<file path="config.mk">
export PLATFORM = sky130hd
export DESIGN_NAME = hamming_12_8_packed_decoder_core
export DESIGN_NICKNAME = d
export VERILOG_FILES = /design/src/sv/hpd_pkg.sv /design/src/sv/hpd_csr.sv /design/src/sv/hpd_unpack.sv /design/src/sv/hpd_decode.sv /design/src/sv/hamming_12_8_packed_decoder_core.sv
export SDC_FILE = /design/constraint.sdc
export NUM_CORES = 1
export LEC_CHECK = 0
export BUFFER_PORTS_ARGS = -buffer_cell sky130_fd_sc_hd__buf_2
export CAP_MARGIN = 0
export CORE_MARGIN = 2
export CORE_UTILIZATION = 31
export CTS_BUF_LIST = sky130_fd_sc_hd__clkbuf_2 sky130_fd_sc_hd__clkbuf_4 sky130_fd_sc_hd__clkbuf_8
export CTS_CLUSTER_DIAMETER = 150
export DETAILED_ROUTE_END_ITERATION = 16
export HOLD_SLACK_MARGIN = 0.1
export SLEW_MARGIN = 25
export SYNTH_ARGS = -nofsm -noshare
export SYNTH_HDL_FRONTEND = slang
export SYNTH_HIERARCHICAL = 1
export SYNTH_SLANG_ARGS = --single-unit
</file>
<file path="constraint.sdc">
create_clock -name clock -period 3.16 [get_ports clock]
set_input_delay 0 -clock clock [delete_from_list [all_inputs] [get_ports clock]]
set_output_delay 0 -clock clock [all_outputs]
set_load 0.05 [all_outputs]
</file>
<file path="src/sv/hpd_pkg.sv">
// ----------------------------------------------------------------------------
// hpd_pkg: shared types and constants for the packed Hamming(12,8) decoder
// Holds the codeword masks, field widths, register map and the beat struct
// passed from the unpack stage to the decode stage.
// ----------------------------------------------------------------------------
package hpd_pkg;

   localparam int CodeByteWidth = 8;
   localparam int CwWidth       = 12;
   localparam int SynWidth      = 4;
   localparam int NibbleWidth   = 4;

   // parity check masks, codeword bit 11 is Hamming position 1
   localparam logic [CwWidth-1:0] MaskP1 = 12'h2AA;
   localparam logic [CwWidth-1:0] MaskP2 = 12'h266;
   localparam logic [CwWidth-1:0] MaskP4 = 12'h0E1;
   localparam logic [CwWidth-1:0] MaskP8 = 12'h00F;

   // codeword bits that carry the parity of each check
   localparam int ParBitP1 = 11;
   localparam int ParBitP2 = 10;
   localparam int ParBitP4 = 8;
   localparam int ParBitP8 = 4;

   localparam logic [SynWidth-1:0] LastCorrectable = 4'd12;

   // register map
   localparam int CsrDataWidth  = 32;
   localparam int CsrAddrWidth  = 3;
   localparam int CsrIndexWidth = 1;

   typedef enum logic [CsrIndexWidth-1:0] {
      CSR_CORRECT_MODE = 1'b0
   } csr_index_type;

   // one completed codeword headed for the decode stage
   typedef struct packed {
      logic               valid;
      logic [CwWidth-1:0] cw;
   } cw_beat_type;

endpackage

</file>
<file path="src/sv/hpd_csr.sv">
// ----------------------------------------------------------------------------
// hpd_csr: configuration register block
// APB-style slave holding the correct_mode control bit.
// ----------------------------------------------------------------------------
module hpd_csr (
   input  logic                             clock,
   input  logic                             reset,
   input  logic                             csr_psel,
   input  logic                             csr_penable,
   input  logic                             csr_pwrite,
   input  logic [hpd_pkg::CsrAddrWidth-1:0] csr_paddr,
   input  logic [hpd_pkg::CsrDataWidth-1:0] csr_pwdata,
   output logic [hpd_pkg::CsrDataWidth-1:0] csr_prdata,
   output logic                             csr_pready,
   output logic                             correct_mode
);

   logic                       correct_mode_ff;
   logic                       correct_mode_in;
   logic                       wr_en;
   hpd_pkg::csr_index_type     reg_index;

   assign reg_index  = hpd_pkg::csr_index_type'(csr_paddr[hpd_pkg::CsrAddrWidth-1 -:
                                                         hpd_pkg::CsrIndexWidth]);
   assign csr_pready = 1'b1;
   assign wr_en      = csr_psel && csr_penable && csr_pwrite && csr_pready;

   always_comb begin
      correct_mode_in = correct_mode_ff;
      if (wr_en && (reg_index == hpd_pkg::CSR_CORRECT_MODE)) begin
         correct_mode_in = csr_pwdata[0];
      end
   end

   always_comb begin
      csr_prdata = '0;
      if (reg_index == hpd_pkg::CSR_CORRECT_MODE) begin
         csr_prdata = {{(hpd_pkg::CsrDataWidth-1){1'b0}}, correct_mode_ff};
      end
   end

   always_ff @(posedge clock) begin
      if (reset) begin
         correct_mode_ff <= 1'b0;
      end else begin
         correct_mode_ff <= correct_mode_in;
      end
   end

   assign correct_mode = correct_mode_ff;

endmodule

</file>
<file path="src/sv/hpd_unpack.sv">
// ----------------------------------------------------------------------------
// hpd_unpack: byte stream to codeword unpacker
// Tracks the byte phase within each three-byte group, holds the leftover
// byte or nibble, and registers each completed 12-bit codeword.
// ----------------------------------------------------------------------------
module hpd_unpack (
   input  logic                              clock,
   input  logic                              reset,
   input  logic                              req_valid,
   output logic                              req_ready,
   input  logic [hpd_pkg::CodeByteWidth-1:0] req_code_byte,
   output hpd_pkg::cw_beat_type              cw_beat,
   input  logic                              cw_ready
);

   typedef enum logic [1:0] {
      PH_A = 2'd0,
      PH_B = 2'd1,
      PH_C = 2'd2
   } phase_type;

   phase_type                          phase_ff;
   phase_type                          phase_in;
   logic [hpd_pkg::CodeByteWidth-1:0]  held_ff;
   logic [hpd_pkg::CodeByteWidth-1:0]  held_in;
   logic [hpd_pkg::CwWidth-1:0]        cw_ff;
   logic [hpd_pkg::CwWidth-1:0]        cw_in;
   logic                               valid_ff;
   logic                               valid_in;
   logic                               accept;

   assign req_ready = !valid_ff || cw_ready;
   assign accept    = req_valid && req_ready;

   always_comb begin
      phase_in = phase_ff;
      held_in  = held_ff;
      cw_in    = cw_ff;
      valid_in = valid_ff && !cw_ready;
      if (accept) begin
         unique case (phase_ff)
            PH_B: begin
               cw_in    = {held_ff, req_code_byte[7:4]};
               held_in  = {{(hpd_pkg::CodeByteWidth-hpd_pkg::NibbleWidth){1'b0}},
                           req_code_byte[3:0]};
               phase_in = PH_C;
               valid_in = 1'b1;
            end
            PH_C: begin
               cw_in    = {held_ff[hpd_pkg::NibbleWidth-1:0], req_code_byte};
               phase_in = PH_A;
               valid_in = 1'b1;
            end
            default: begin
               held_in  = req_code_byte;
               phase_in = PH_B;
            end
         endcase
      end
   end

   always_ff @(posedge clock) begin
      if (reset) begin
         phase_ff <= PH_A;
         valid_ff <= 1'b0;
      end else begin
         phase_ff <= phase_in;
         valid_ff <= valid_in;
      end
      held_ff <= held_in;
      cw_ff   <= cw_in;
   end

   assign cw_beat.valid = valid_ff;
   assign cw_beat.cw    = cw_ff;

endmodule

</file>
<file path="src/sv/hpd_decode.sv">
// ----------------------------------------------------------------------------
// hpd_decode: syndrome, correction and result register
// Computes the Hamming syndrome of one codeword, optionally flips the
// addressed bit, extracts the data byte and registers the result beat.
// ----------------------------------------------------------------------------
module hpd_decode (
   input  logic                              clock,
   input  logic                              reset,
   input  hpd_pkg::cw_beat_type              cw_beat,
   output logic                              cw_ready,
   input  logic                              correct_mode,
   output logic                              rsp_valid,
   input  logic                              rsp_ready,
   output logic [hpd_pkg::CodeByteWidth-1:0] rsp_data_byte,
   output logic [hpd_pkg::SynWidth-1:0]      rsp_syndrome,
   output logic                              rsp_error_flag,
   output logic                              rsp_uncorrectable
);

   logic [hpd_pkg::SynWidth-1:0]      syn;
   logic [hpd_pkg::CwWidth-1:0]       flip;
   logic [hpd_pkg::CwWidth-1:0]       fixed_cw;
   logic                              load;

   logic                              valid_ff;
   logic                              valid_in;
   logic [hpd_pkg::CodeByteWidth-1:0] data_ff;
   logic [hpd_pkg::CodeByteWidth-1:0] data_in;
   logic [hpd_pkg::SynWidth-1:0]      syn_ff;
   logic                              err_ff;
   logic                              err_in;
   logic                              bad_ff;
   logic                              bad_in;

   assign cw_ready = !valid_ff || rsp_ready;
   assign load     = cw_beat.valid && cw_ready;

   always_comb begin
      syn[0] = ^(cw_beat.cw & hpd_pkg::MaskP1) ^ cw_beat.cw[hpd_pkg::ParBitP1];
      syn[1] = ^(cw_beat.cw & hpd_pkg::MaskP2) ^ cw_beat.cw[hpd_pkg::ParBitP2];
      syn[2] = ^(cw_beat.cw & hpd_pkg::MaskP4) ^ cw_beat.cw[hpd_pkg::ParBitP4];
      syn[3] = ^(cw_beat.cw & hpd_pkg::MaskP8) ^ cw_beat.cw[hpd_pkg::ParBitP8];
   end

   // position p sits at codeword bit CwWidth - p
   always_comb begin
      for (int b = 0; b < hpd_pkg::CwWidth; b++) begin
         flip[b] = correct_mode &&
                   (syn == hpd_pkg::SynWidth'(hpd_pkg::CwWidth - b));
      end
   end

   always_comb begin
      fixed_cw = cw_beat.cw ^ flip;
      data_in  = {fixed_cw[9], fixed_cw[7:5], fixed_cw[3:0]};
      err_in   = (syn != '0);
      bad_in   = (syn > hpd_pkg::LastCorrectable);
      valid_in = load || (valid_ff && !rsp_ready);
   end

   always_ff @(posedge clock) begin
      if (reset) begin
         valid_ff <= 1'b0;
      end else begin
         valid_ff <= valid_in;
      end
      if (load) begin
         data_ff <= data_in;
         syn_ff  <= syn;
         err_ff  <= err_in;
         bad_ff  <= bad_in;
      end
   end

   assign rsp_valid         = valid_ff;
   assign rsp_data_byte     = data_ff;
   assign rsp_syndrome      = syn_ff;
   assign rsp_error_flag    = err_ff;
   assign rsp_uncorrectable = bad_ff;

endmodule

</file>
<file path="src/sv/hamming_12_8_packed_decoder_core.sv">
// ----------------------------------------------------------------------------
// hamming_12_8_packed_decoder_core: packed Hamming(12,8) SEC decoder
// Unpacks two 12-bit codewords from every three code bytes and decodes them.
// ----------------------------------------------------------------------------
// Usage:
//   req_*  : one code byte per beat. Bytes A, B, C of a group carry the
//            codewords {A, B[7:4]} and {B[3:0], C}.
//   rsp_*  : one decoded beat per completed codeword (on bytes B and C),
//            with data byte, syndrome, error flag and uncorrectable flag.
//   csr_*  : APB-style port; register 0 at byte address 0 holds
//            correct_mode (0 flag only, 1 correct single-bit errors).
// Pipeline: a closing byte's codeword goes to the codeword register, then
//   its result beat to the result register.
// Throughput: one byte per cycle while the result side keeps up; the
//   syndrome tree and correction are combinational between the registers.
// Reset: byte phase returns to the start of a group, no beat is pending,
//   correct_mode clears to 0.
// Stall: while rsp_ready is low the result holds; one more codeword can
//   wait in the codeword register, then req_ready drops.
// ----------------------------------------------------------------------------
module hamming_12_8_packed_decoder_core (
   input  logic                              clock,
   input  logic                              reset,
   input  logic                              req_valid,
   output logic                              req_ready,
   input  logic [hpd_pkg::CodeByteWidth-1:0] req_code_byte,
   output logic                              rsp_valid,
   input  logic                              rsp_ready,
   output logic [hpd_pkg::CodeByteWidth-1:0] rsp_data_byte,
   output logic [hpd_pkg::SynWidth-1:0]      rsp_syndrome,
   output logic                              rsp_error_flag,
   output logic                              rsp_uncorrectable,
   input  logic                              csr_psel,
   input  logic                              csr_penable,
   input  logic                              csr_pwrite,
   input  logic [hpd_pkg::CsrAddrWidth-1:0]  csr_paddr,
   input  logic [hpd_pkg::CsrDataWidth-1:0]  csr_pwdata,
   output logic [hpd_pkg::CsrDataWidth-1:0]  csr_prdata,
   output logic                              csr_pready
);

   logic                  correct_mode;
   hpd_pkg::cw_beat_type  cw_beat;
   logic                  cw_ready;

   hpd_csr u_csr (
      .clock        (clock),
      .reset        (reset),
      .csr_psel     (csr_psel),
      .csr_penable  (csr_penable),
      .csr_pwrite   (csr_pwrite),
      .csr_paddr    (csr_paddr),
      .csr_pwdata   (csr_pwdata),
      .csr_prdata   (csr_prdata),
      .csr_pready   (csr_pready),
      .correct_mode (correct_mode)
   );

   hpd_unpack u_unpack (
      .clock         (clock),
      .reset         (reset),
      .req_valid     (req_valid),
      .req_ready     (req_ready),
      .req_code_byte (req_code_byte),
      .cw_beat       (cw_beat),
      .cw_ready      (cw_ready)
   );

   hpd_decode u_decode (
      .clock             (clock),
      .reset             (reset),
      .cw_beat           (cw_beat),
      .cw_ready          (cw_ready),
      .correct_mode      (correct_mode),
      .rsp_valid         (rsp_valid),
      .rsp_ready         (rsp_ready),
      .rsp_data_byte     (rsp_data_byte),
      .rsp_syndrome      (rsp_syndrome),
      .rsp_error_flag    (rsp_error_flag),
      .rsp_uncorrectable (rsp_uncorrectable)
   );

endmodule

</file>
# == After elaboration in Yosys (flattened, before gate mapping) ==
# Index checks and enable logic that the tools add are counted.
# totals
reg_bits,39
wordCells,69
# op_classes
magnitude_cmp,1
n_eq_ne,12
mux,6
bitwise,7
reduce_logical,33
# ops
operator,n
$reduce_xor A12 Y1,4
$pmux W12 S2,1
$eq A4 B4 Y1 const B,5
$logic_and A1 B1 Y1,17
$eq A4 B3 Y1 const B,4
$pmux W8 S2,1
$xor A10 B10 Y10,1
$eq A4 B2 Y1 const B,1
$gt A4 B4 Y1 const B,1
$logic_not A1 Y1,4
$pmux W2 S2,1
$reduce_and A2 Y1,2
$reduce_bool A4 Y1,1
$xor A1 B1 Y1,4
$logic_or A1 B1 Y1,3
$mux W1,3
$eq A2 B1 Y1 const B,1
$eq A2 B2 Y1 const B,1
$not A1 Y1,2
$reduce_bool A2 Y1,1
$reduce_or A2 Y1,1

# == Logic depth before layout (Yosys ltp) ==
# Gate-level depths: netlist (run 1).
# depth
word_depth,6
mapped_depth,7
mapped_depth_nobuf,7

# == Cells and area by module ==
# The synthesis (run 1) kept the hierarchy.
# modules_own_cells
mod,instances,cells_per_inst,area_each_um2
hpd_unpack,1,59,983.4
hpd_decode,1,60,862.1
hpd_csr,1,40,309.0

# == Worst setup path before layout (run 1) ==
# No wires, ideal clock.
# synth_path
path_type,register to register
start,register u_decode.valid_ff (netlist: u_decode/rsp_valid)
end,"register u_unpack/cw_ff[0] in the netlist's numbering, enable pin"
setup_time_ns,0.380
arrival_time_ns,1.517
slack_ns,1.263
stages_incl_launch_ff,5
n_path_buf,0
period_less_slack_ns,1.897
cell_sequence,dfxtp_1 nand2b_1 nand2b_4 nand2_1 nor2_1
# synth_between
elab_chain_len,5
# synth_rtl
item,line_no,source
"start, declared",hpd_decode.sv:25,logic valid_ff;
"start signal, assigned",hpd_decode.sv:65,valid_ff <= valid_in;
$logic_not A1 Y1,hpd_decode.sv:35,assign cw_ready = !valid_ff || rsp_ready;
$logic_or A1 B1 Y1,hpd_decode.sv:35,
named net cw_ready,hamming_12_8_packed_decoder_core.sv:44,logic cw_ready;
$logic_or A1 B1 Y1,hpd_unpack.sv:32,assign req_ready = !valid_ff || cw_ready;
named net req_ready,hamming_12_8_packed_decoder_core.sv:25,"output logic req_ready,"
$logic_and A1 B1 Y1,hpd_unpack.sv:33,assign accept = req_valid && req_ready;
$reduce_and A2 Y1 (no source line),n/a,
"end signal, assigned",hpd_unpack.sv:71,cw_ff <= cw_in;
"end, declared",hpd_unpack.sv:26,logic [hpd_pkg::CwWidth-1:0] cw_ff;
# The timed path passes the listed nets, and every way through them passes these cells.
# A chain may end at the register's enable or synchronous reset.

# == Final worst setup path (run 1) ==
# layout_path
start,register u_unpack/cw_ff[5] in the netlist's numbering
end,register u_decode.data_ff (netlist bit u_decode/rsp_data_byte[4]) (data pin)
# layout_between
elab_chain_len,5
# layout_rtl
item,line_no,source
$reduce_xor A12 Y1,hpd_decode.sv:41,syn[2] = ^(cw_beat.cw & hpd_pkg::MaskP4) ^ cw_beat.cw[hpd_pkg::ParBitP4];
$xor A1 B1 Y1,hpd_decode.sv:41,
"named net u_decode.syn, one bit",hpd_decode.sv:20,logic [hpd_pkg::SynWidth-1:0] syn;
$eq A4 B3 Y1,hpd_decode.sv:49,(syn == hpd_pkg::SynWidth'(hpd_pkg::CwWidth - b));
$logic_and A1 B1 Y1,hpd_decode.sv:48,flip[b] = correct_mode &&
$xor A10 B10 Y10,hpd_decode.sv:54,fixed_cw = cw_beat.cw ^ flip;
"named net u_decode.fixed_cw, one bit",hpd_decode.sv:22,logic [hpd_pkg::CwWidth-1:0] fixed_cw;
"end signal, assigned",hpd_decode.sv:68,data_ff <= data_in;
"end, declared",hpd_decode.sv:27,logic [hpd_pkg::CodeByteWidth-1:0] data_ff;
# The timed path passes the listed nets, and every way through them passes these cells.

==> metrics.txt, run 1 <==
PD cells=505 mW/mm^2; LEAKAGE=1.03 nW; global-route wire length before repair=between 4000 and 5000 um; Vias=1,145; maximum VDD drop=between 0.1 and 0.15 mV; final setup violation count=0; Distinct cells, synth=36; clk slew on worst S/H paths=~0.080 ns; power share of the clock group=about a quarter; GR met2 Demand/Resource=between 10% and 20%; f_max=~500 MHz; flop-to-flop setup slack=about 1.2 ns; Num Clock Sinks=39; gpl congestion=around 0.72; switching power=~0.41 mW; area added between synthesis and finish=16.2%; antenna diode count=0; utilization after layout=37.1%; post-synthesis async set-or-reset flop share=0%; top-level port count=slightly below 100; Top FF cell, synth=edfxtp_1; post-CTS sizing=0; Synth Register Bits=39; most frequent cells in the layout=34 x edfxtp_1, 33 x buf_2, 32 x conb_1; Worst Hold End=u_unpack/held_ff[2]; Die Area=around 0.0076 mm^2; Port Buffers=33; gr ovfl total=0; # Max-Cap Violations=0; yosys warns=6; DIE HEIGHT=between 80 and 90 um; Fill cells=660; fin. max-slew vios=0; # placed instances=between 200 and 300; fin crit period=1.99 ns; # DRC=0; required time worst endpoint=approximately 3.2 ns; worst r2r src=u_unpack/cw_ff[5]; Setup Skew=between 0.008 and 0.009 ns; Max clock buf depth=2; Worst-Skew Late Latency=between 0.2 and 0.3 ns; initial drt markers=13; Initial Utilization=31.9%; Total GRT Usage=7.99%; CP endpoint kind=flip-flop; area of the multi-input gates=around 860 um^2; drt via density=3.96; total power=around 1.3 mW; Final nets=roughly 260; Root Driver=clkbuf_8; CTS Buf Count=5; Final Hold Fails=0; core footprint=approximately 0.0068 mm^2; vias in the first global route=about 1,000; R2R depth=6; crit path max fanout=5; critical path type=reg2reg; CTS tree=built; Worst-Margin Slew=between 0.8 and 0.9 ns; Die W=around 87 um; hold_sp=req_code_byte[2]; syn_area_per_cell=13.6 um^2; internal power=around 0.85 mW; synthesized cell area=approximately 0.0022 mm^2; Hold-fix buffers, CTS=14; WL final=~2900 um; most common cell after layout, fill and taps aside=edfxtp_1; post-synthesis sequential area ratio=between 50% and 60%; Final Non-Filler Cells=~290; Tcrit/Tclk final=between 60% and 70%; drt pass-1 iters=4; EDFF count, synth=34; largest net degree at the start of global routing=15; Worst R2R End=u_decode/rsp_data_byte[4]; detailed placement HPWL=2280 um; Flop pwr share=48.9%; storage element area=approximately 0.0011 mm^2; GRT met1 Usage=between 7 and 8%; Avg WL per Cell=approximately 10 um; H-Tree Depth=2; RSZ-0062 raised after global routing=false; Detail Route Antenna Nets=0; HP Class=in2reg; CP Launch Type=flip-flop; Setup TNS Final=0 ns; Post-CTS Setup Bufs=0; layout cell share with drive strength beyond 1=between 30% and 40%; hold path depth=2; Gate power share=roughly a quarter; post-synthesis cell count=159; CP Data Arrival Time=around 2.0 ns; met3 Usage GRT=2.65%; row cnt=30; Net Sw Frac=32.4%; status=complete, no violations; Most Crowded Layer GR=met2; Slew headroom=around 40%; initial antenna violation count=0
[sequential cells by signal, summed over array words and instances, names as in the netlist, 2 cells and up]
register and cells:
u_decode/rsp_data_byte 8, u_unpack/cw_ff 12, u_unpack/held_ff 8, u_unpack/phase_ff 2
u_decode/rsp_syndrome 4
[cell families after synthesis]
logic type	share of synthesized area, %
AOI/OAI and AO/OA	1.63
and+or+nand+nor	10.6
adders and majority gates	2.32
xor gates and xnor gates	13.0
muxes	6.74
DFF	52.0
other	0.349
buffers and inverters	13.4
[through the flow]
stage                     area (um^2)  worst slack, ns  hold WS [ns]
after floorplan                  2270             1.26        0.0691
after global placement           2270             1.17         0.190
after detailed placement         2270             1.15         0.195
after CTS                        2500             1.12         0.421
after global routing             2500             1.04         0.435
final                            2500             1.17         0.430
[worst max-delay path, cell delays in order, from the launching register on]
cell	delay, ns
edfxtp_1	0.49
xor3_2	0.49
xor2_4	0.20
inv_1	0.14
nand3_2	0.12
nor3_1	0.21
xor2_1	0.09
[layout make-up]
| type | instances | share of cell area (%) |
|---|---|---|
| Timing Repair Buffer | 47 | 12.2 |
| Tap cell | 80 | 4.00 |
| Inverter | 7 | 1.20 |
| Sequential cell | 39 | 44.8 |
| Clock buffer | 5 | 2.75 |
| Multi-Input combinational cell | 108 | 34.3 |
| Clock inverter | 3 | 0.800 |
[layer usage]
layer | vias to the layer above | part of all wire, %
li1 | 576 | -
met1 | 525 | 40
met2 | 36 | 50
met3 | 8 | 6.6
met4 | 0 | 3.2
met5 | - | 0
[cells in the mapped netlist (2+ instances only)]
cell type | count | area, um^2
edfxtp_1 | 34 | 1020
buf_4 | 33 | 248
mux2_2 | 9 | 101
xor2_1 | 8 | 70.1
dfxtp_1 | 5 | 100
inv_1 | 5 | 18.8
nor2_1 | 5 | 18.8
xnor2_1 | 5 | 43.8
ha_1 | 4 | 50.1
nor2b_1 | 4 | 25.0
nor3_1 | 4 | 20.0
xnor2_2 | 4 | 65.1
mux2_1 | 3 | 33.8
nand2_1 | 3 | 11.3
nand2b_1 | 3 | 18.8
nand4b_1 | 3 | 26.3
a21oi_1 | 2 | 10.0
buf_2 | 2 | 10.0
conb_1 | 2 | 7.51
nand3_1 | 2 | 10.0
nor3_2 | 2 | 20.0
o31ai_2 | 2 | 25.0
xor3_2 | 2 | 50.1
[power by group through the flow]
stage          clock, mW  sequential [mW]  combinational [mW]
2_1_floorplan          0            0.654               0.270
3_3_place_gp           0            0.630               0.306
3_5_place_dp           0            0.630               0.308
4_1_cts            0.340            0.619               0.323
5_1_grt            0.358            0.622               0.343
6_report           0.325            0.618               0.321
[worst max-delay path by stage]
| stage | startpoint | end | slack (ns) | cells after the start |
|---|---|---|---|---|
| finish | u_unpack/cw_ff[5] | u_decode/rsp_data_byte[4] | 1.17 | 6 |
| floorplan | u_decode/rsp_valid | u_unpack/cw_ff[0] | 1.26 | 4 |
| global route | u_unpack/cw_ff[5] | u_decode/rsp_data_byte[4] | 1.04 | 6 |
| CTS | u_unpack/cw_ff[5] | u_decode/rsp_data_byte[4] | 1.12 | 6 |
| detailed placement | u_unpack/cw_ff[5] | u_decode/rsp_data_byte[4] | 1.15 | 6 |
| global placement | u_unpack/cw_ff[5] | u_decode/rsp_data_byte[4] | 1.17 | 6 |
Power figures use the tool's default switching activity.
==> run 2: changes to the inputs <==
--- a/config.mk
+++ b/config.mk
@@ -5,6 +5,7 @@
 export SDC_FILE = /design/constraint.sdc
 export NUM_CORES = 1
 export LEC_CHECK = 0
+export ABC_AREA = 1
 export BUFFER_PORTS_ARGS = -buffer_cell sky130_fd_sc_hd__buf_2
 export CAP_MARGIN = 0
 export CORE_MARGIN = 2
==> constraint.sdc (replaced) <==
create_clock -name clock -period 2.1 [get_ports clock]
set_input_delay 0 -clock clock [delete_from_list [all_inputs] [get_ports clock]]
set_output_delay 0 -clock clock [all_outputs]
set_load 0.05 [all_outputs]
==> run 2 against run 1 <==
Effect of this change:
- non-clock buffer count grew 2
- critical path depth grew 2
- power grew 61%
- final cell count increased by 47%
- global-route usage increased by 0.98 points
- clock skew shrank 0.0031 ns
- area after synthesis is 8.7% higher
- clock-buffer cell count up 1
- die area rose by 8.3%
- wire length increased by 21%
- sequential cell count did not move
- hold slack got worse by 0.18 ns
- highest routed layer unchanged
==> metrics.txt, run 2 <==
Distinct cells, synth=24; Yosys top cell by area=edfxtp_1; yosys warns=6; Vias=1,623; Max clock buf depth=2; post-synthesis cell count=between 200 and 300; global-route wire length before repair=~6000 um; post-CTS sizing=0; design area=between 0.002 and 0.003 mm^2; Die W=roughly 91 um; Num Clock Sinks=39; Initial Utilization=between 30% and 40%; drt via density=~3.8; Final WS setup=around 0.32 ns; fin. max-slew vios=0; H-Tree Depth=2; Final Hold Fails=0; Avg WL per Cell=approximately 8.4 um; area added between synthesis and finish=17.4%; most common cell after layout, fill and taps aside=nand2_1; maximum VDD drop=approximately 0.23 mV; # Max-Cap Violations=0; top-level port count=between 90 and 100; most common cell in the netlist=nand2_1; detailed placement HPWL=roughly 2900 um; vias in the first global route=between 1,000 and 1,500; CP Data Arrival Time=slightly below 2 ns; f_max=560 MHz; DIE HEIGHT=90.9 um; post-synthesis async set-or-reset flop share=0%; initial drt markers=39; synthesized cell area=approximately 0.0023 mm^2; hold path depth=7; Worst-Skew Late Latency=just under 0.3 ns; gr ovfl total=0; final setup violation count=0; Port Buffers=33; status=complete, no violations; DP Worst Slack=0.439 ns; # DRC=0; Detail Route Antenna Nets=0; WL final=roughly 3500 um; Synth top area share=a little over two fifths; Setup TNS Final=0 ns; EDFF count, synth=34; Top FF cell, synth=edfxtp_1; clk slew on worst S/H paths=about 0.07 ns; CP Launch Type=primary input; CP endpoint kind=flip-flop; CTS tree=built; Critical Path Max Stage Delay=between 0.5 and 0.6 ns; Post-CTS Setup Bufs=0; most common library cells after synthesis=82 x nand2_1, 34 x edfxtp_1, 33 x buf_4, 32 x inv_1; CTS Buf Count=5; Total GRT Usage=approximately 9.0%; antenna diode count=0; fin crit period=roughly 1.8 ns; hold_ws=roughly 0.25 ns; initial antenna violation count=0; gpl congestion=0.754; R2R depth=10; drt pass-1 iters=4; HP Class=in2reg; Synth Register Bits=39; crit-path cells=dlygate4sd3_1 -> buf_2 -> inv_1 -> nand3_1 -> dlygate4sd3_1 -> nand2_1 -> nor2_1 -> dlygate4sd3_1; Root Driver=clkbuf_8; Worst path slowest cell=dlygate4sd3_1; most frequent cells in the layout=82 x nand2_1, 34 x edfxtp_1, 33 x buf_2; crit path max fanout=1; PD cells=739 mW/mm^2; total power=a little over 2 mW; LEAKAGE=roughly 1.3 nW; layout cell share with drive strength beyond 1=between 20% and 30%; RSZ-0062 raised after global routing=false; Tcrit/Tclk final=85.0%; required time worst endpoint=between 2 and 2.5 ns; critical path type=in2reg; post-synthesis sequential area ratio=approximately 48%; CP delay by family, top=buffers and inverters; largest net degree at the start of global routing=15; max reg flops=12; ranking of synthesized cells by area=edfxtp_1 44%, nand2_1 13%, buf_4 11%; Die Area=0.00826 mm^2; Top reg by flops=u_unpack/cw_ff; Buf/Inv on CP=5; row cnt=31; syn_area_per_cell=roughly 8.6 um^2; Setup Skew=around 0.0053 ns; Final nets=~380; CP Depth=8; Fill cells=roughly 800; dpl cell area=approximately 0.0025 mm^2; most used cell along the critical path=dlygate4sd3_1; core footprint=roughly 0.0073 mm^2
==> run 2: cell types whose count changed after synthesis, moves of 5 or more <==
| cell | delta |
|---|---|
| xnor2_1 | -5 |
| nand3_1 | +16 |
| xor2_1 | -8 |
| nand2_2 | +7 |
| a21oi_1 | +7 |
| nor2_1 | +13 |
| inv_1 | +27 |
| mux2_2 | -9 |
| o21ai_0 | +5 |
| nand2_1 | +79 |
==> run 2: kinds of logic (layout without fill, tap and decap cells) <==
| kind of cell | Yosys count | count (layout) | share of synthesized area (%) |
|---|---|---|---|
| AND/OR/NAND/NOR | 137 | 137 | 26.6 |
| multiplexers | 4 | 4 | 2.57 |
| other | 2 | 32 | 0.321 |
| flip-flops | 39 | 39 | 47.9 |
| AO/OA/AOI/OAI | 15 | 15 | 3.21 |
| adder cells (fa/ha/maj) | 4 | 4 | 2.14 |
| buffers and inverters | 72 | 94 | 17.3 |
==> run 2: layout make-up <==
cell class              instances  area [um^2]  area share [%]
clock buffers                   6         76.3            2.78
clock inverters                 2         37.5            1.37
inverters                      37          141            5.15
multi-input cells             192          927            33.7
flip-flops and latches         39         1120            40.8
well taps                      99          124            4.51
repair buffers                 49          320            11.7
==> run 2: worst min-delay path: stages <==
cell     delay (ns)
buf_2          0.07
inv_1          0.04
nand2_1        0.07
inv_1          0.05
nand2_2        0.11
a21oi_1        0.08
nor2_1         0.09
==> run 2: timing repair <==
action / in CTS / in global routing
setup endpoints to repair: 0 / 0
hold buffers: 14 / 0
hold endpoints to repair: 21 / 0
==> run 2: worst paths after layout <==
| kind | slack (ns) | from | endpoint |
|---|---|---|---|
| max | 0.32 | csr_pwdata[0] | u_csr/correct_mode |
| min | 0.25 | rsp_ready | u_unpack/phase_ff[1] |
| min reg2reg | 0.55 | u_unpack/phase_ff[0] | u_unpack/phase_ff[0] |
| max reg2reg | 0.41 | u_unpack/cw_ff[6] | u_decode/rsp_data_byte[4] |
==> run 2: power by group <==
part / total [mW] / internal, mW / switching, mW
sequential: 0.936 / 0.909 / 0.0271
clock: 0.609 / 0.367 / 0.242
combinational: 0.486 / 0.126 / 0.360
==> run 2: routing by layer <==
metal | GRT usage, % | vias to the layer above | routed length [um]
met4 | 3.03 | 0 | 47
met2 | 15.9 | 40 | 1730
met5 | 0 | - | 0
met3 | 3.26 | 5 | 206
li1 | - | 899 | -
met1 | 9.92 | 679 | 1560
==> run 2: per-stage QoR <==
stage | util [%] | cells
after floorplan | - | 303
after global placement | 34.2 | 402
after detailed placement | 34.2 | 402
after CTS | 37.7 | 424
after global routing | 37.7 | 424
final | 37.7 | 424
==> run 3: changes to the inputs <==
==> constraint.sdc (replaced) <==
create_clock -name clock -period 1.6 [get_ports clock]
set_input_delay 0 -clock clock [delete_from_list [all_inputs] [get_ports clock]]
set_output_delay 0 -clock clock [all_outputs]
set_load 0.05 [all_outputs]
==> run 3 against run 2 <==
Effect of this change:
- the flow now finishes with violations (negative setup slack)
- combinational power rose by 63%
- largest power group unchanged
- clock-buffer cell count unchanged
- power is 39% higher
- sequential cell count unchanged
- wire length grew 18%
- die area unchanged
- clock skew is 0.0022 ns higher
- setup slack got worse by 0.38 ns
- clock power is 32% higher
- via count grew 11%
- final cell count increased by 7.3%
- global-route usage is 0.78 points higher
==> metrics.txt, run 3 (synthesized netlist as in run 2, its figures left out) <==
initial antenna violation count=0; Detail Route Antenna Nets=0; Tcrit/Tclk final=104%; clk slew on worst S/H paths=around 0.080 ns; Root Driver=clkbuf_8; # placed instances=414; maximum VDD drop=0.304 mV; hold path depth=7; Critical Path Max Stage Delay=0.46 ns; Avg WL per Cell=9.16 um; WL final=around 4200 um; crit-path cells=inv_2 -> nand2_2 -> nand3b_1 -> nand2_2 -> nand2_2 -> nand3_4 -> nor2_4 -> nand2_1 -> nand2_1 -> nand2_1; violated checks=negative setup slack; storage element area=between 0.001 and 0.0015 mm^2; Worst path slowest cell=edfxtp_1; final setup violation count=8; Die Area=slightly above 0.008 mm^2; Net Sw Frac=between 30% and 40%; critical path type=reg2reg; area added between synthesis and finish=32.1%; Top reg by flops=u_unpack/cw_ff; CP endpoint kind=flip-flop; total power=2.83 mW; max reg flops=12; Fill cells=743; Final Hold Fails=0; HP Class=in2reg; switching power=~0.89 mW; global-route wire length before repair=6510 um; Final Non-Filler Cells=~460; CP Data Arrival Time=around 1.7 ns; f_max=approximately 600 MHz; Num Clock Sinks=39; CP delay by family, top=simple AND/OR/NAND/NOR gates; RSZ-0062 raised after global routing=true; # Max-Cap Violations=0; Flop pwr share=between 40% and 50%; Total GRT Usage=between 9 and 10%; area of the multi-input gates=0.00102 mm^2; Port Buffers=33; layout cell share with drive strength beyond 1=between 30% and 40%; antenna diode count=0; power share of the clock group=between 20 and 30%; top-level port count=99; Final nets=409; DIE HEIGHT=just over 90 um; CTS Buf Count=5; LEAKAGE=1.49 nW; required time worst endpoint=1.64 ns; gr ovfl total=0; CTS tree=built; PD cells=914 mW/mm^2; Setup Skew=roughly 0.0074 ns; CP Launch Type=flip-flop; initial drt markers=39; Die W=between 90 and 100 um; status=finished with violations; Buf/Inv on CP=1; internal power=between 1.5 and 2 mW; Final WS setup=-0.0619 ns; # DRC=0; Gate power share=roughly 28%; vias in the first global route=1,592; fin. max-slew vios=0; R2R depth=10; core footprint=0.00729 mm^2; largest net degree at the start of global routing=15; drt via density=3.95; most frequent cells in the layout=65 x nand2_1, 34 x edfxtp_1, 33 x buf_2; CP Depth=10; crit path max fanout=5; most common cell after layout, fill and taps aside=nand2_1; Initial Utilization=between 30% and 40%; gpl congestion=~0.77; H-Tree Depth=2; row cnt=31; fin crit period=1.66 ns; detailed placement HPWL=between 2000 and 3000 um; Max clock buf depth=2; Worst-Skew Late Latency=~0.29 ns; Vias=approximately 1,800; drt pass-1 iters=4
[run 3: cell count changes in the layout (fill, tap and decap cells not counted), sizes merged]
| cell | previous run | this run |
|---|---|---|
| dlygate4sd3 | 14 | 17 |
| buf | 35 | 63 |
[run 3: worst reg2reg max path, delay by kind of cell, from the launching register on]
kind,cells,cell delay (ns)
flip-flops,1,0.46
buffers and inverters,1,0.13
AND/OR/NAND/NOR,9,0.82
[run 3: final timing paths]
kind                         from                         to  slack [ns]
max             u_unpack/cw_ff[6]  u_decode/rsp_data_byte[1]       -0.06
min                     rsp_ready       u_unpack/phase_ff[1]        0.24
max reg2reg     u_unpack/cw_ff[6]  u_decode/rsp_data_byte[1]       -0.06
min reg2reg  u_unpack/phase_ff[1]       u_unpack/phase_ff[1]        0.54
[run 3: repair_timing]
| item | in CTS | in global routing |
|---|---|---|
| endpoints found under the setup margin | 9 | 10 |
| endpoints found under the hold margin | 21 | 0 |
| gates resized for setup | 11 | 23 |
| hold buffers | 17 | 0 |
| setup buffers | 8 | 9 |
| pin swaps | 3 | 15 |
[run 3: cell type report]
| class | instances | area share, % |
|---|---|---|
| Clock buffer | 6 | 2.47 |
| Clock inverter | 2 | 1.21 |
| Inverter | 37 | 4.57 |
| Multi-Input combinational cell | 192 | 33.0 |
| Sequential cell | 39 | 36.3 |
| Tap cell | 99 | 4.01 |
| Timing Repair Buffer | 80 | 18.5 |
[run 3: metal layers]
metal  track usage [%]  wire (um)
met2              17.2       2160
met3              3.42        202
met5                 0          0
met4              4.29         38
met1              10.6       1760
[run 3: stage by stage]
stage / instance area [um^2] / setup slack [ns] / hold slack [ns] / util (%) / TNS (ns)
after global placement: 2590 / -0.0204 / 0.196 / 35.6 / -0.103
final: 3090 / -0.0619 / 0.236 / 42.4 / -0.401
after detailed placement: 2590 / -0.0537 / 0.196 / 35.6 / -0.309
after CTS: 2960 / -0.0412 / 0.227 / 40.6 / -0.147
after global routing: 3090 / -0.175 / 0.270 / 42.4 / -1.42
after floorplan: 2460 / 0.0500 / 0.0691 / - / 0
[run 3: power by group through the flow]
stage               Combinational [mW]  Sequential [mW]  Clock, mW
floorplan                        0.531             1.30          0
global route                     0.862             1.24      0.868
detailed placement               0.656             1.25          0
CTS                              0.719             1.23      0.832
finish                           0.794             1.23      0.803
global placement                 0.647             1.25          0
